<file path="config.mk">
export PLATFORM = sky130hd
export DESIGN_NAME = sphere_decoder_level_cost
export DESIGN_NICKNAME = d
export VERILOG_FILES = /design/src/sv/sdlc_pkg.sv /design/src/sv/sphere_decoder_level_cost.sv /design/src/sv/sdlc_front.sv /design/src/sv/sdlc_queue.sv /design/src/sv/sdlc_back.sv
export SDC_FILE = /design/constraint.sdc
export NUM_CORES = 2
export LEC_CHECK = 0
export CAP_MARGIN = 10
export CORE_ASPECT_RATIO = 1.2
export CORE_MARGIN = 3
export CORE_UTILIZATION = 30
export DETAILED_ROUTE_END_ITERATION = 6
export DONT_BUFFER_PORTS = 1
export SYNTH_ARGS = -nofsm -noshare
export SYNTH_HDL_FRONTEND = slang
export SYNTH_SLANG_ARGS = --single-unit
</file>
<file path="constraint.sdc">
create_clock -name clk -period 15.49 [get_ports clk]
set_input_delay 4.647 -clock clk [delete_from_list [all_inputs] [get_ports clk]]
set_output_delay 4.647 -clock clk [all_outputs]
set_load 0.005 [all_outputs]
</file>
<file path="src/sv/sdlc_pkg.sv">
// ----------------------------------------------------------------------------
// sdlc_pkg: shared definitions for the sphere decoder level cost block
// Fixed-point widths, the Q5.10 generator matrix, queue item and status types
// and the back-end state encoding.
// ----------------------------------------------------------------------------
package sdlc_pkg;

  // Default number of stored cost levels.
  localparam int LEVELS_DEF  = 6;
  // Size of the generator matrix (rows and columns).
  localparam int MAT_DIM     = 6;

  localparam int LEVEL_W     = 3;
  localparam int UK_W        = 16;
  localparam int COEF_W      = 16;
  localparam int PROD_W      = COEF_W + UK_W;
  // The dot product stays well below 2^33 in magnitude.
  localparam int ACC_W       = 36;
  // Fraction bits dropped when Q.18 is rounded to Q.8.
  localparam int RND_SHIFT   = 10;
  localparam int ERR_W       = ACC_W - RND_SHIFT;
  // The rounded error stays below 2^22 in magnitude.
  localparam int MAG_W       = 24;
  localparam int COST_W      = 48;
  localparam int COL_W       = $clog2(MAT_DIM + 1);
  localparam int QUEUE_DEPTH = 2;

  // Lower-triangular generator matrix, Q5.10.
  localparam logic signed [COEF_W-1:0] GEN_Q10 [MAT_DIM][MAT_DIM] = '{
    '{ 16'sd1769,      16'sd0,       16'sd0,      16'sd0,       16'sd0,      16'sd0     },
    '{ -16'sd14112,    16'sd14223,   16'sd0,      16'sd0,       16'sd0,      16'sd0     },
    '{ -16'sd8169,     -16'sd8169,   16'sd16402,  16'sd0,       16'sd0,      16'sd0     },
    '{ 16'sd628,       -16'sd1198,   -16'sd1198,  16'sd1768,    16'sd0,      16'sd0     },
    '{ -16'sd13341,    16'sd13302,   -16'sd82,    -16'sd12839,  16'sd12960,  16'sd0     },
    '{ -16'sd7726,     -16'sd7726,   16'sd15383,  -16'sd7436,   -16'sd7436,  16'sd14941 }
  };

  typedef logic signed [UK_W-1:0] sample_t;

  // One classified item as it waits in the queue.
  typedef struct packed {
    logic                      lvl_ok;
    logic [LEVEL_W-1:0]        level;
    sample_t [MAT_DIM-1:0]     uk;
    sample_t                   target;
  } item_t;

  // Queue status seen by the front and the back.
  typedef struct packed {
    logic valid;
    logic full;
  } q_status_t;

  typedef enum logic [2:0] {
    BK_IDLE,
    BK_MAC,
    BK_ROUND,
    BK_SQUARE,
    BK_ACCUM,
    BK_OUT
  } back_state_t;

  // Matrix entry lookup; positions outside the matrix read as zero.
  function automatic logic signed [COEF_W-1:0] gen_coef(input logic [LEVEL_W-1:0] row,
                                                         input logic [COL_W-1:0] col);
    logic signed [COEF_W-1:0] c;
    c = '0;
    if (int'(row) < MAT_DIM && int'(col) < MAT_DIM) begin
      c = GEN_Q10[row][col];
    end
    return c;
  endfunction

endpackage

</file>
<file path="src/sv/sphere_decoder_level_cost.sv">
// ----------------------------------------------------------------------------
// sphere_decoder_level_cost: partial-distance step of a 6x6 sphere decoder
// One item names a tree level and brings a candidate vector and the target for
// that level; the result is the cumulative cost up to that level.
// ----------------------------------------------------------------------------
// Each item yields exactly one result, in order. An item with a level that has
// a matrix row and a cost slot is taken from the queue, then the cost engine
// steps a single 16x16 multiplier through the six columns of the matrix row,
// rounds, squares and accumulates, and loads the output register once that
// register is free. An item with an out-of-range level goes straight to the
// output register and returns a zero cost. The engine takes no new item until
// it has loaded the last result, so the shared multiplier loop sets the
// sustained rate; the input stage and a two-entry queue take new items while
// the engine works and while a result waits at the output. The cost store is
// cleared by reset; no clearing pass is needed.
// ----------------------------------------------------------------------------
module sphere_decoder_level_cost
  import sdlc_pkg::*;
#(
  parameter int LEVELS = LEVELS_DEF
) (
  input  logic         clk,
  input  logic         rst_n,
  input  logic         in_tvalid,
  output logic         in_tready,
  // uk_0 [15:0], uk_1, uk_2, uk_3, uk_4, uk_5 [95:80], target_value [111:96]
  input  logic [111:0] in_tdata,
  // level_index [2:0]
  input  logic [2:0]   in_tuser,
  output logic         out_tvalid,
  input  logic         out_tready,
  // cumulative_cost [47:0]
  output logic [47:0]  out_tdata,
  // cost_saturated [0]
  output logic [0:0]   out_tuser
);

  logic      fr_valid;
  item_t     fr_item;
  q_status_t q_st;
  item_t     q_head;
  logic      q_pop;

  // Input stage.
  sdlc_front #(
    .LEVELS(LEVELS)
  ) u_front (
    .clk      (clk),
    .rst_n    (rst_n),
    .in_tvalid(in_tvalid),
    .in_tready(in_tready),
    .in_tdata (in_tdata),
    .in_tuser (in_tuser),
    .q_st     (q_st),
    .fr_valid (fr_valid),
    .fr_item  (fr_item)
  );

  // Queue between the input stage and the cost engine.
  sdlc_queue u_queue (
    .clk      (clk),
    .rst_n    (rst_n),
    .push     (fr_valid),
    .push_item(fr_item),
    .pop      (q_pop),
    .q_st     (q_st),
    .head     (q_head)
  );

  // Cost engine and output register.
  sdlc_back #(
    .LEVELS(LEVELS)
  ) u_back (
    .clk       (clk),
    .rst_n     (rst_n),
    .q_st      (q_st),
    .head      (q_head),
    .pop       (q_pop),
    .out_tvalid(out_tvalid),
    .out_tready(out_tready),
    .out_tdata (out_tdata),
    .out_tuser (out_tuser)
  );

  // A saturated result always carries the maximum cost.
  a_sat_max: assert property (@(posedge clk) disable iff (!rst_n)
    out_tvalid && out_tuser[0] |-> out_tdata == {COST_W{1'b1}})
    else $error("saturated result without maximum cost");

  // An accepted input transfer lands in the holding register.
  a_front_load: assert property (@(posedge clk) disable iff (!rst_n)
    in_tvalid && in_tready |=> fr_valid)
    else $error("accepted transfer lost in the input stage");

  // A full queue stays full until the engine takes an item.
  a_full_hold: assert property (@(posedge clk) disable iff (!rst_n)
    q_st.full && !q_pop |=> q_st.full)
    else $error("queue drained without a pop");

endmodule

</file>
<file path="src/sv/sdlc_front.sv">
// ----------------------------------------------------------------------------
// sdlc_front: input stage
// Takes input transfers into a holding register, unpacks the fields and marks
// whether the level has a matrix row and a cost slot.
// ----------------------------------------------------------------------------
module sdlc_front
  import sdlc_pkg::*;
#(
  parameter int LEVELS = LEVELS_DEF
) (
  input  logic         clk,
  input  logic         rst_n,
  input  logic         in_tvalid,
  output logic         in_tready,
  // uk_0 [15:0], uk_1, uk_2, uk_3, uk_4, uk_5 [95:80], target_value [111:96]
  input  logic [111:0] in_tdata,
  // level_index [2:0]
  input  logic [2:0]   in_tuser,
  input  q_status_t    q_st,
  output logic         fr_valid,
  output item_t        fr_item
);

  logic  fr_valid_r;
  item_t fr_item_r;
  item_t item_nxt;

  // The holding register frees up when the queue takes its item.
  assign in_tready = !fr_valid_r || !q_st.full;
  assign fr_valid  = fr_valid_r;
  assign fr_item   = fr_item_r;

  // Unpack and classify the incoming transfer.
  always_comb begin
    item_nxt.level  = in_tuser;
    item_nxt.lvl_ok = (int'(in_tuser) < LEVELS) && (int'(in_tuser) < MAT_DIM);
    for (int i = 0; i < MAT_DIM; i++) begin
      item_nxt.uk[i] = in_tdata[i*UK_W +: UK_W];
    end
    item_nxt.target = in_tdata[MAT_DIM*UK_W +: UK_W];
  end

  // Holding register.
  always_ff @(posedge clk) begin
    if (!rst_n) begin
      fr_valid_r <= 1'b0;
    end else if (in_tready) begin
      fr_valid_r <= in_tvalid;
    end
  end

  always_ff @(posedge clk) begin
    if (in_tready && in_tvalid) begin
      fr_item_r <= item_nxt;
    end
  end

endmodule

</file>
<file path="src/sv/sdlc_queue.sv">
// ----------------------------------------------------------------------------
// sdlc_queue: short item queue
// Decouples the input stage from the cost engine so that each side can stall
// on its own.
// ----------------------------------------------------------------------------
module sdlc_queue
  import sdlc_pkg::*;
(
  input  logic      clk,
  input  logic      rst_n,
  input  logic      push,
  input  item_t     push_item,
  input  logic      pop,
  output q_status_t q_st,
  output item_t     head
);

  localparam int PTR_W = (QUEUE_DEPTH > 1) ? $clog2(QUEUE_DEPTH) : 1;
  localparam int CNT_W = $clog2(QUEUE_DEPTH + 1);

  item_t              mem_r [QUEUE_DEPTH];
  logic [PTR_W-1:0]   wr_ptr_r;
  logic [PTR_W-1:0]   rd_ptr_r;
  logic [CNT_W-1:0]   count_r;
  logic               do_push;
  logic               do_pop;

  assign q_st.valid = (count_r != '0);
  assign q_st.full  = (count_r == CNT_W'(QUEUE_DEPTH));
  assign head       = mem_r[rd_ptr_r];
  assign do_push    = push && !q_st.full;
  assign do_pop     = pop && q_st.valid;

  // Pointer and fill count bookkeeping.
  always_ff @(posedge clk) begin
    if (!rst_n) begin
      wr_ptr_r <= '0;
      rd_ptr_r <= '0;
      count_r  <= '0;
    end else begin
      if (do_push) begin
        wr_ptr_r <= (wr_ptr_r == PTR_W'(QUEUE_DEPTH - 1)) ? '0 : wr_ptr_r + 1'b1;
      end
      if (do_pop) begin
        rd_ptr_r <= (rd_ptr_r == PTR_W'(QUEUE_DEPTH - 1)) ? '0 : rd_ptr_r + 1'b1;
      end
      if (do_push && !do_pop) begin
        count_r <= count_r + 1'b1;
      end else if (do_pop && !do_push) begin
        count_r <= count_r - 1'b1;
      end
    end
  end

  // Entry storage.
  always_ff @(posedge clk) begin
    if (do_push) begin
      mem_r[wr_ptr_r] <= push_item;
    end
  end

endmodule

</file>
<file path="src/sv/sdlc_back.sv">
// ----------------------------------------------------------------------------
// sdlc_back: cost engine
// Steps one multiplier through the matrix row, rounds and squares the error,
// adds the previous level's cost with saturation and holds the result.
// ----------------------------------------------------------------------------
module sdlc_back
  import sdlc_pkg::*;
#(
  parameter int LEVELS = LEVELS_DEF
) (
  input  logic        clk,
  input  logic        rst_n,
  input  q_status_t   q_st,
  input  item_t       head,
  output logic        pop,
  output logic        out_tvalid,
  input  logic        out_tready,
  // cumulative_cost [47:0]
  output logic [47:0] out_tdata,
  // cost_saturated [0]
  output logic [0:0]  out_tuser
);

  localparam int IDX_W = $clog2(LEVELS);

  back_state_t              state_r;
  back_state_t              state_nxt;
  logic [COL_W-1:0]         cnt_r;
  item_t                    item_r;
  logic signed [PROD_W-1:0] prod_r;
  logic signed [ACC_W-1:0]  acc_r;
  logic [MAG_W-1:0]         mag_r;
  logic [COST_W-1:0]        prev_r;
  logic [COST_W-1:0]        sq_r;
  logic [COST_W-1:0]        total_r;
  logic                     sat_r;
  logic [COST_W-1:0]        cost_r [LEVELS];
  logic                     out_valid_r;
  logic [COST_W-1:0]        out_cost_r;
  logic                     out_sat_r;
  logic                     out_load;

  logic signed [UK_W-1:0]   uk_sel;
  logic signed [COEF_W-1:0] coef_sel;
  logic signed [ACC_W-1:0]  acc_init;
  logic signed [ACC_W-1:0]  biased;
  logic signed [ERR_W-1:0]  err8;
  logic [ERR_W-1:0]         err_abs;
  logic [COST_W:0]          sum;
  logic [IDX_W-1:0]         cur_idx;
  logic [IDX_W-1:0]         prev_idx;

  assign out_tvalid   = out_valid_r;
  assign out_tdata    = out_cost_r;
  assign out_tuser[0] = out_sat_r;

  // Operand selection for the shared multiplier.
  always_comb begin
    uk_sel = '0;
    if (int'(cnt_r) < MAT_DIM) begin
      uk_sel = item_r.uk[cnt_r];
    end
    coef_sel = gen_coef(item_r.level, cnt_r);
  end

  // Start value of the accumulator: minus the target aligned to Q.18.
  assign acc_init = -{{(ACC_W - UK_W - RND_SHIFT){head.target[UK_W-1]}},
                      head.target, {RND_SHIFT{1'b0}}};

  // Round Q.18 to Q.8 with halves going toward plus infinity.
  assign biased  = acc_r + ACC_W'(1 << (RND_SHIFT - 1));
  assign err8    = biased[ACC_W-1:RND_SHIFT];
  assign err_abs = err8[ERR_W-1] ? ERR_W'(-err8) : ERR_W'(err8);

  // Saturating sum with the previous level's cost.
  assign sum      = {1'b0, prev_r} + {1'b0, sq_r};
  assign cur_idx  = IDX_W'(item_r.level);
  assign prev_idx = IDX_W'(item_r.level - 1'b1);

  // Sequencer: next state, queue pop and output load.
  always_comb begin
    state_nxt = state_r;
    pop       = 1'b0;
    out_load  = 1'b0;
    case (state_r)
      BK_IDLE: begin
        if (q_st.valid) begin
          pop       = 1'b1;
          state_nxt = head.lvl_ok ? BK_MAC : BK_OUT;
        end
      end
      BK_MAC: begin
        if (cnt_r == COL_W'(MAT_DIM)) begin
          state_nxt = BK_ROUND;
        end
      end
      BK_ROUND:  state_nxt = BK_SQUARE;
      BK_SQUARE: state_nxt = BK_ACCUM;
      BK_ACCUM:  state_nxt = BK_OUT;
      BK_OUT: begin
        if (!out_valid_r || out_tready) begin
          out_load  = 1'b1;
          state_nxt = BK_IDLE;
        end
      end
      default: state_nxt = BK_IDLE;
    endcase
  end

  always_ff @(posedge clk) begin
    if (!rst_n) begin
      state_r <= BK_IDLE;
    end else begin
      state_r <= state_nxt;
    end
  end

  // Datapath: one product per cycle, added to the accumulator in the next cycle; then round, square and saturating sum.
  always_ff @(posedge clk) begin
    case (state_r)
      BK_IDLE: begin
        if (pop) begin
          item_r  <= head;
          cnt_r   <= '0;
          acc_r   <= acc_init;
          total_r <= '0;
          sat_r   <= 1'b0;
        end
      end
      BK_MAC: begin
        if (int'(cnt_r) < MAT_DIM) begin
          prod_r <= coef_sel * uk_sel;
        end
        if (cnt_r != '0) begin
          acc_r <= acc_r + ACC_W'(prod_r);
        end
        cnt_r <= cnt_r + 1'b1;
      end
      BK_ROUND: begin
        mag_r  <= err_abs[MAG_W-1:0];
        prev_r <= (item_r.level == '0) ? '0 : cost_r[prev_idx];
      end
      BK_SQUARE: begin
        sq_r <= mag_r * mag_r;
      end
      BK_ACCUM: begin
        total_r <= sum[COST_W] ? {COST_W{1'b1}} : sum[COST_W-1:0];
        sat_r   <= sum[COST_W];
      end
      default: begin
      end
    endcase
  end

  // Cost store, one slot per level, cleared by reset.
  always_ff @(posedge clk) begin
    if (!rst_n) begin
      for (int i = 0; i < LEVELS; i++) begin
        cost_r[i] <= '0;
      end
    end else if (state_r == BK_ACCUM) begin
      cost_r[cur_idx] <= sum[COST_W] ? {COST_W{1'b1}} : sum[COST_W-1:0];
    end
  end

  // Output register: holds a result until its transfer.
  always_ff @(posedge clk) begin
    if (!rst_n) begin
      out_valid_r <= 1'b0;
    end else if (out_load) begin
      out_valid_r <= 1'b1;
    end else if (out_tready) begin
      out_valid_r <= 1'b0;
    end
  end

  always_ff @(posedge clk) begin
    if (out_load) begin
      out_cost_r <= total_r;
      out_sat_r  <= sat_r;
    end
  end

endmodule

</file>
Yosys cells after proc, flatten, opt, wreduce, memory -nomap -nowiden

Memory sizes are Yosys's and may differ from the RTL's. A register that Yosys moved wholly into a read port is not among the register bits.
Index checks and enable logic that the tools add are counted.

Bits in registers: 465
Memory bits (writable): 520
Memory bits (read-only): 768
Input bits: 119
Word-level logic and storage cells: 141
Memories kept: 3

$add $sub $neg: 11
Multipliers: 2
Order comparisons: 6
Equality and inequality tests: 12
Mux-type cells: 46
Bitwise operators: 2
Reduce and logical (&&, ||, !) cells: 28

Memories:

| name             | depth | bits a word | read ports | clocked after memory_dff | wr ports | RTL line         | source |
|---|---|---|---|---|---|---|---|
| (name not given) | 8     | 96          | 1          | 0                        | 0        | sdlc_pkg.sv:69   | `c = GEN_Q10[row][col];` |
| u_back.cost_r    | 6     | 48          | 1          | 1                        | 6        | sdlc_back.sv:37  | `logic [COST_W-1:0] cost_r [LEVELS];` |
| u_queue.mem_r    | 2     | 116         | 1          | 1                        | 1        | sdlc_queue.sv:21 | `item_t mem_r [QUEUE_DEPTH];` |

Operators by type and width:

| kind                   | count |
|---|---|
| $mux 96                | 2 |
| $mux 48                | 3 |
| $bmux 16 s3            | 2 |
| $pmux 48 s2            | 1 |
| $mux 16                | 5 |
| $mux 36                | 2 |
| $pmux 36 s2            | 1 |
| $add 48x48->49         | 1 |
| $mul 24x24->48         | 1 |
| $reduce_or 48->1       | 1 |
| $add 36x11->36 const B | 1 |
| $add 36x32->36         | 1 |
| $neg 36->36            | 1 |
| $mul 16x16->32         | 1 |
| $mux 24                | 1 |
| $neg 24->24            | 1 |
| $mux 1                 | 18 |
| $mux 3                 | 6 |
| $pmux 3 s6             | 1 |
| $reduce_bool 2->1      | 5 |
| $eq 3x3->1 const B     | 3 |
| $lt 3x3->1 const B     | 3 |
| $ge 4x4->1 const B     | 2 |
| $not 3->4              | 2 |
| 21 further kinds       | 42 |

Longest topological paths before layout

Word-level depth: 9
Mapped depth: 33
Depth with buffers taken out: 30

Modules after synthesis

Synthesis repeated with hierarchy kept, for this count alone.

Cells, all modules: 5,902
Area total of the unflattened synthesis: 73,511.8 sq um

By module, submodules not included:

| module     | times used | cells an instance | area an instance (sq um) | seq. area each (sq um) |
|---|---|---|---|---|
| sdlc_back  | 1          | 5,394             | 61,221.2                 | 23,232.3 |
| sdlc_queue | 1          | 386               | 8,762.2                  | 7,066.8 |
| sdlc_front | 1          | 122               | 3,528.4                  | 3,503.4 |

Least setup slack after synthesis

No wires, ideal clock.

Path kind: input -> register
Start: input rst_n
End: memory u_back.cost_r[6][0] (enable)
Arrival time: 8,225 ps
Required time: 14,977 ps
Path slack: 6,752 ps
Cell stages on the path: 3
Path buffers: 1
Cells stage by stage: nand2_1 -> clkbuf_1 -> nor3_1

RTL lines:

| what            | RTL line                        | source |
|---|---|---|
| start, declared | sphere_decoder_level_cost.sv:23 | `input logic rst_n,` |
| end, declared   | sdlc_back.sv:37                 |  |

Worst setup path after layout

Start: register u_back.item_r (netlist bit u_back.cur_idx[2])
End: register u_back.prod_r[31], data pin

Word-level cells in the longest chain between the ends: 9
Elaborated cells on any way between the ends: 11

Ends and longest elaborated chain:

| what                                        | RTL line         | source |
|---|---|---|
| start, declared                             | sdlc_back.sv:29  | `item_t item_r;` |
| start signal, assigned                      | sdlc_back.sv:123 | `item_r <= head;` |
| $not 3->4 (not written as such)             | sdlc_pkg.sv:69   |  |
| $mem_v2 8x96                                | -                |  |
| $mux 96 (not written as such) (2 in series) | sdlc_pkg.sv:69   |  |
| $bmux 16 s3                                 | sdlc_pkg.sv:69   |  |
| $mux 16 (not written as such) (2 in series) | sdlc_pkg.sv:69   |  |
| $mux 16 *                                   | sdlc_pkg.sv:68   | `if (int'(row) < MAT_DIM && int'(col) < MAT_DIM) begin` |
| $mul 16x16->32 *                            | sdlc_back.sv:132 | `prod_r <= coef_sel * uk_sel;` |
| end signal, assigned                        | sdlc_back.sv:132 |  |
| end, declared                               | sdlc_back.sv:30  | `logic signed [PROD_W-1:0] prod_r;` |

Every way passes the cells marked *; elsewhere a longest branch is shown, timed or not. The select of a mux whose other input is x is not followed.
A chain may end at the register's enable or synchronous reset.

==> metrics.cfg <==
[grt]
grt_max_degree = 99
antenna_found_initial = 2
grt_pass1_vias = 48100
grt_pass1_wl_mm = 280
track_usage = 0.144
gr-total-overflow = 0

[critical_path]
critPathLaunchType = flip-flop
rr_worst_depth = 26
max_stage_delay_ns = 0.91
reg2reg_slack_ns = 6.15
crit_type = flip-flop to flip-flop
critPathArrivalTime_ns = 9.83
crit_path_end_kind = flip-flop
critPathMaxFanout = 27
r2r_start = u_back.cur_idx[2]$_DFFE_PP_
worst_ep_required_time_ns = 15.98
rr_endpoint = u_back.prod_r[31]$_DFFE_PP_
cp_slowest_cell = edfxtp_1
path_common_cell = fa_1
startpoint = u_back.cur_idx[2]$_DFFE_PP_
cp-endpoint = u_back.prod_r[31]$_DFFE_PP_

[timing]
slew_violations = 0
worstMarginPinSlew_ns = 1.16
max_freq_mhz = 107
finalSetupTns_ns = 0
fin_skew_ns = 0.0913
hold_viol_final = 0
rsz0062_at_grt = no
finalCriticalPeriod_ns = 9.34
period_share = 0.603
slew_headroom = 0.229
setup_viol = 0
whs_ns = 0.419

[cells_and_area]
syn_to_final_growth_pct = 10.5
nets = 7126
fillers = 24100
layout-drive-gt1-share = 0.0979

[synthesis]
synth_commonest_cells = edfxtp_1 (1119), inv_1 (898), nor2_1 (712)
synth_fp_nets = 7152
ys_types = 81
synth.avg_cell_area_um2 = 12.3
synth-seq-cells = 1129
synth.most_common_cell = edfxtp_1
yosysWarnings = 0
synth_flop_cell = edfxtp_1
yosysSeqAreaShare = 0.458
synthTopCellsByArea = edfxtp_1 (46%), fa_1 (19%), ha_1 (6.1%)
synth_top_cell_by_area = edfxtp_1
syn_area_um2 = 73800
syn_inst = 5988
async_flop_share = 0
synth_edf_count = 1119
yosysTopAreaCellShare = 0.455

[drt]
antenna_left = 0
wl_mm = 180
routed-via-count = 44200
drt_iter0_drc = 2788
drc_errors = 0
vias_per_cell = 4.78
wl_per_cell_um = 19.4
firstDrtPassIters = 5

[floorplanning]
dieArea_um2 = 252000
die_h_um = 549
fp-row-count = 198
boundaryPins = 170
die_w_um = 459
initial_core_util = 0.303
fp.coreArea_um2 = 244000

[min_path]
worstHoldStart = u_back.total_r[33]$_SDFFCE_PN0P_
hold_depth = 0
hold_path.class = flip-flop to flip-flop

[clock_network]
cts_hold_buf = 0
cts_resized = 0
clk_transition_reported_paths_ns = 0.06
clk_path_buf_depth = 3
cts_sinks = 1129
cts_inserted_buffers = 116
htree_levels = 3
cts_tree = yes
clk_latency_ns = 0.80
postCtsSetupRepairBufs = 0
cts_root_buf = clkbuf_16

[placed_design]
place_congestion = 0.881
port_buffers = 0
dp_hpwl_mm = 127

[run_status]
outcome = finished, final reports clean

[job]
maxCapViolCount = 0

==> kinds of logic (layout without fill, tap and decap cells) <==
logic type | count (synthesis) | after routing | synth area share
other | 0 | 3 | 0
and+or+nand+nor | 1542 | 1542 | 0.0949
adders and majority gates | 1045 | 1045 | 0.247
AOI/OAI and AO/OA | 629 | 629 | 0.0555
buffers and inverters | 1123 | 1190 | 0.0573
DFF | 1129 | 1129 | 0.458
muxes | 305 | 305 | 0.0621
xor gates and xnor gates | 215 | 215 | 0.0255
==> final cells by class <==
cell class / instances / area, um^2 / share of cell area
Sequential cell: 1129 / 33800 / 0.414
Antenna cell: 3 / 7.51 / 0.0000920
Clock inverter: 81 / 888 / 0.0109
Clock buffer: 130 / 2960 / 0.0362
Timing Repair Buffer: 78 / 598 / 0.00733
Inverter: 901 / 3380 / 0.0415
Multi-Input combinational cell: 3736 / 36000 / 0.441
Tap cell: 3200 / 4000 / 0.0491
==> stage by stage <==
| stage | worst slack (ns) | utilization | cells | cell area (um^2) |
|---|---|---|---|---|
| CTS | 6.19 | 0.335 | 9255 | 81600 |
| finish | 6.15 | 0.335 | 9258 | 81600 |
| detailed placement | 6.26 | 0.319 | 9044 | 77700 |
| global placement | 6.20 | 0.319 | 9043 | 77700 |
| floorplan | 6.75 | - | 5988 | 73800 |
| global route | 5.60 | 0.335 | 9258 | 81600 |
==> worst max-delay path: cells and delay by family (launching register included) <==
family	cells	cell delay [ns]
xor gates and xnor gates	1	0.15
buffers and inverters	4	0.72
adders and majority gates	8	3.77
AOI/OAI and AO/OA	8	1.87
and+or+nand+nor	5	1.65
DFF	1	0.91
==> per-layer routing <==
layer | wire [um] | vias to the layer above | track usage
met4 | 9260 | 0 | 0.0716
met5 | 0 | - | 0
met2 | 90200 | 1118 | 0.251
li1 | - | 20100 | -
met1 | 72400 | 22600 | 0.174
met3 | 7770 | 376 | 0.0188
==> how the worst min path moves through the flow <==
stage / to / slack, ns
2_1_floorplan: u_back.out_tdata[0]$_DFFE_PP_ / 0.40
3_3_place_gp: u_back.out_tdata[19]$_DFFE_PP_ / 0.40
3_5_place_dp: u_back.out_tdata[14]$_DFFE_PP_ / 0.40
4_1_cts: u_back.out_tdata[44]$_DFFE_PP_ / 0.42
5_1_grt: u_back.out_tdata[30]$_DFFE_PP_ / 0.43
6_report: u_back.out_tdata[33]$_DFFE_PP_ / 0.42
==> registers in the layout, indices dropped and copies added, names as in the netlist, named ones only <==
name / flops
u_front.fr_valid: 1
u_back.prev_r: 48
u_back.mag_r: 24
u_back.out_tvalid: 1
u_back.state_r: 3
u_back.cost_r: 384
u_queue.count_r: 2
u_back.sat_r: 1
u_front.fr_item: 116
u_back.cur_idx: 3
u_queue.wr_ptr_r: 1
u_queue.mem_r: 232
u_back.total_r: 48
u_back.prod_r: 32
u_back.cnt_r: 3
u_back.item_r: 96
u_back.acc_r: 36
u_queue.rd_ptr_r: 1
u_back.out_tuser: 1
u_back.sq_r: 47
u_back.out_tdata: 48
==> cell usage in the layout, fill, tap and decap left out, drive strengths merged, types with 56 or more instances in the layout <==
master / count
and2: 150
xnor2: 137
clkbuf: 130
a21oi: 187
mux2i: 90
mux2: 103
o21ai: 112
buf: 78
ha: 359
a21o: 97
nor2: 749
inv: 908
clkinv: 56
xor2: 78
mux4: 112
nand3: 60
edfxtp: 1119
nand2: 323
fa: 686
Power is not shown: default switching activity piles up to over one toggle a cycle in this logic, so the estimate is an artifact.
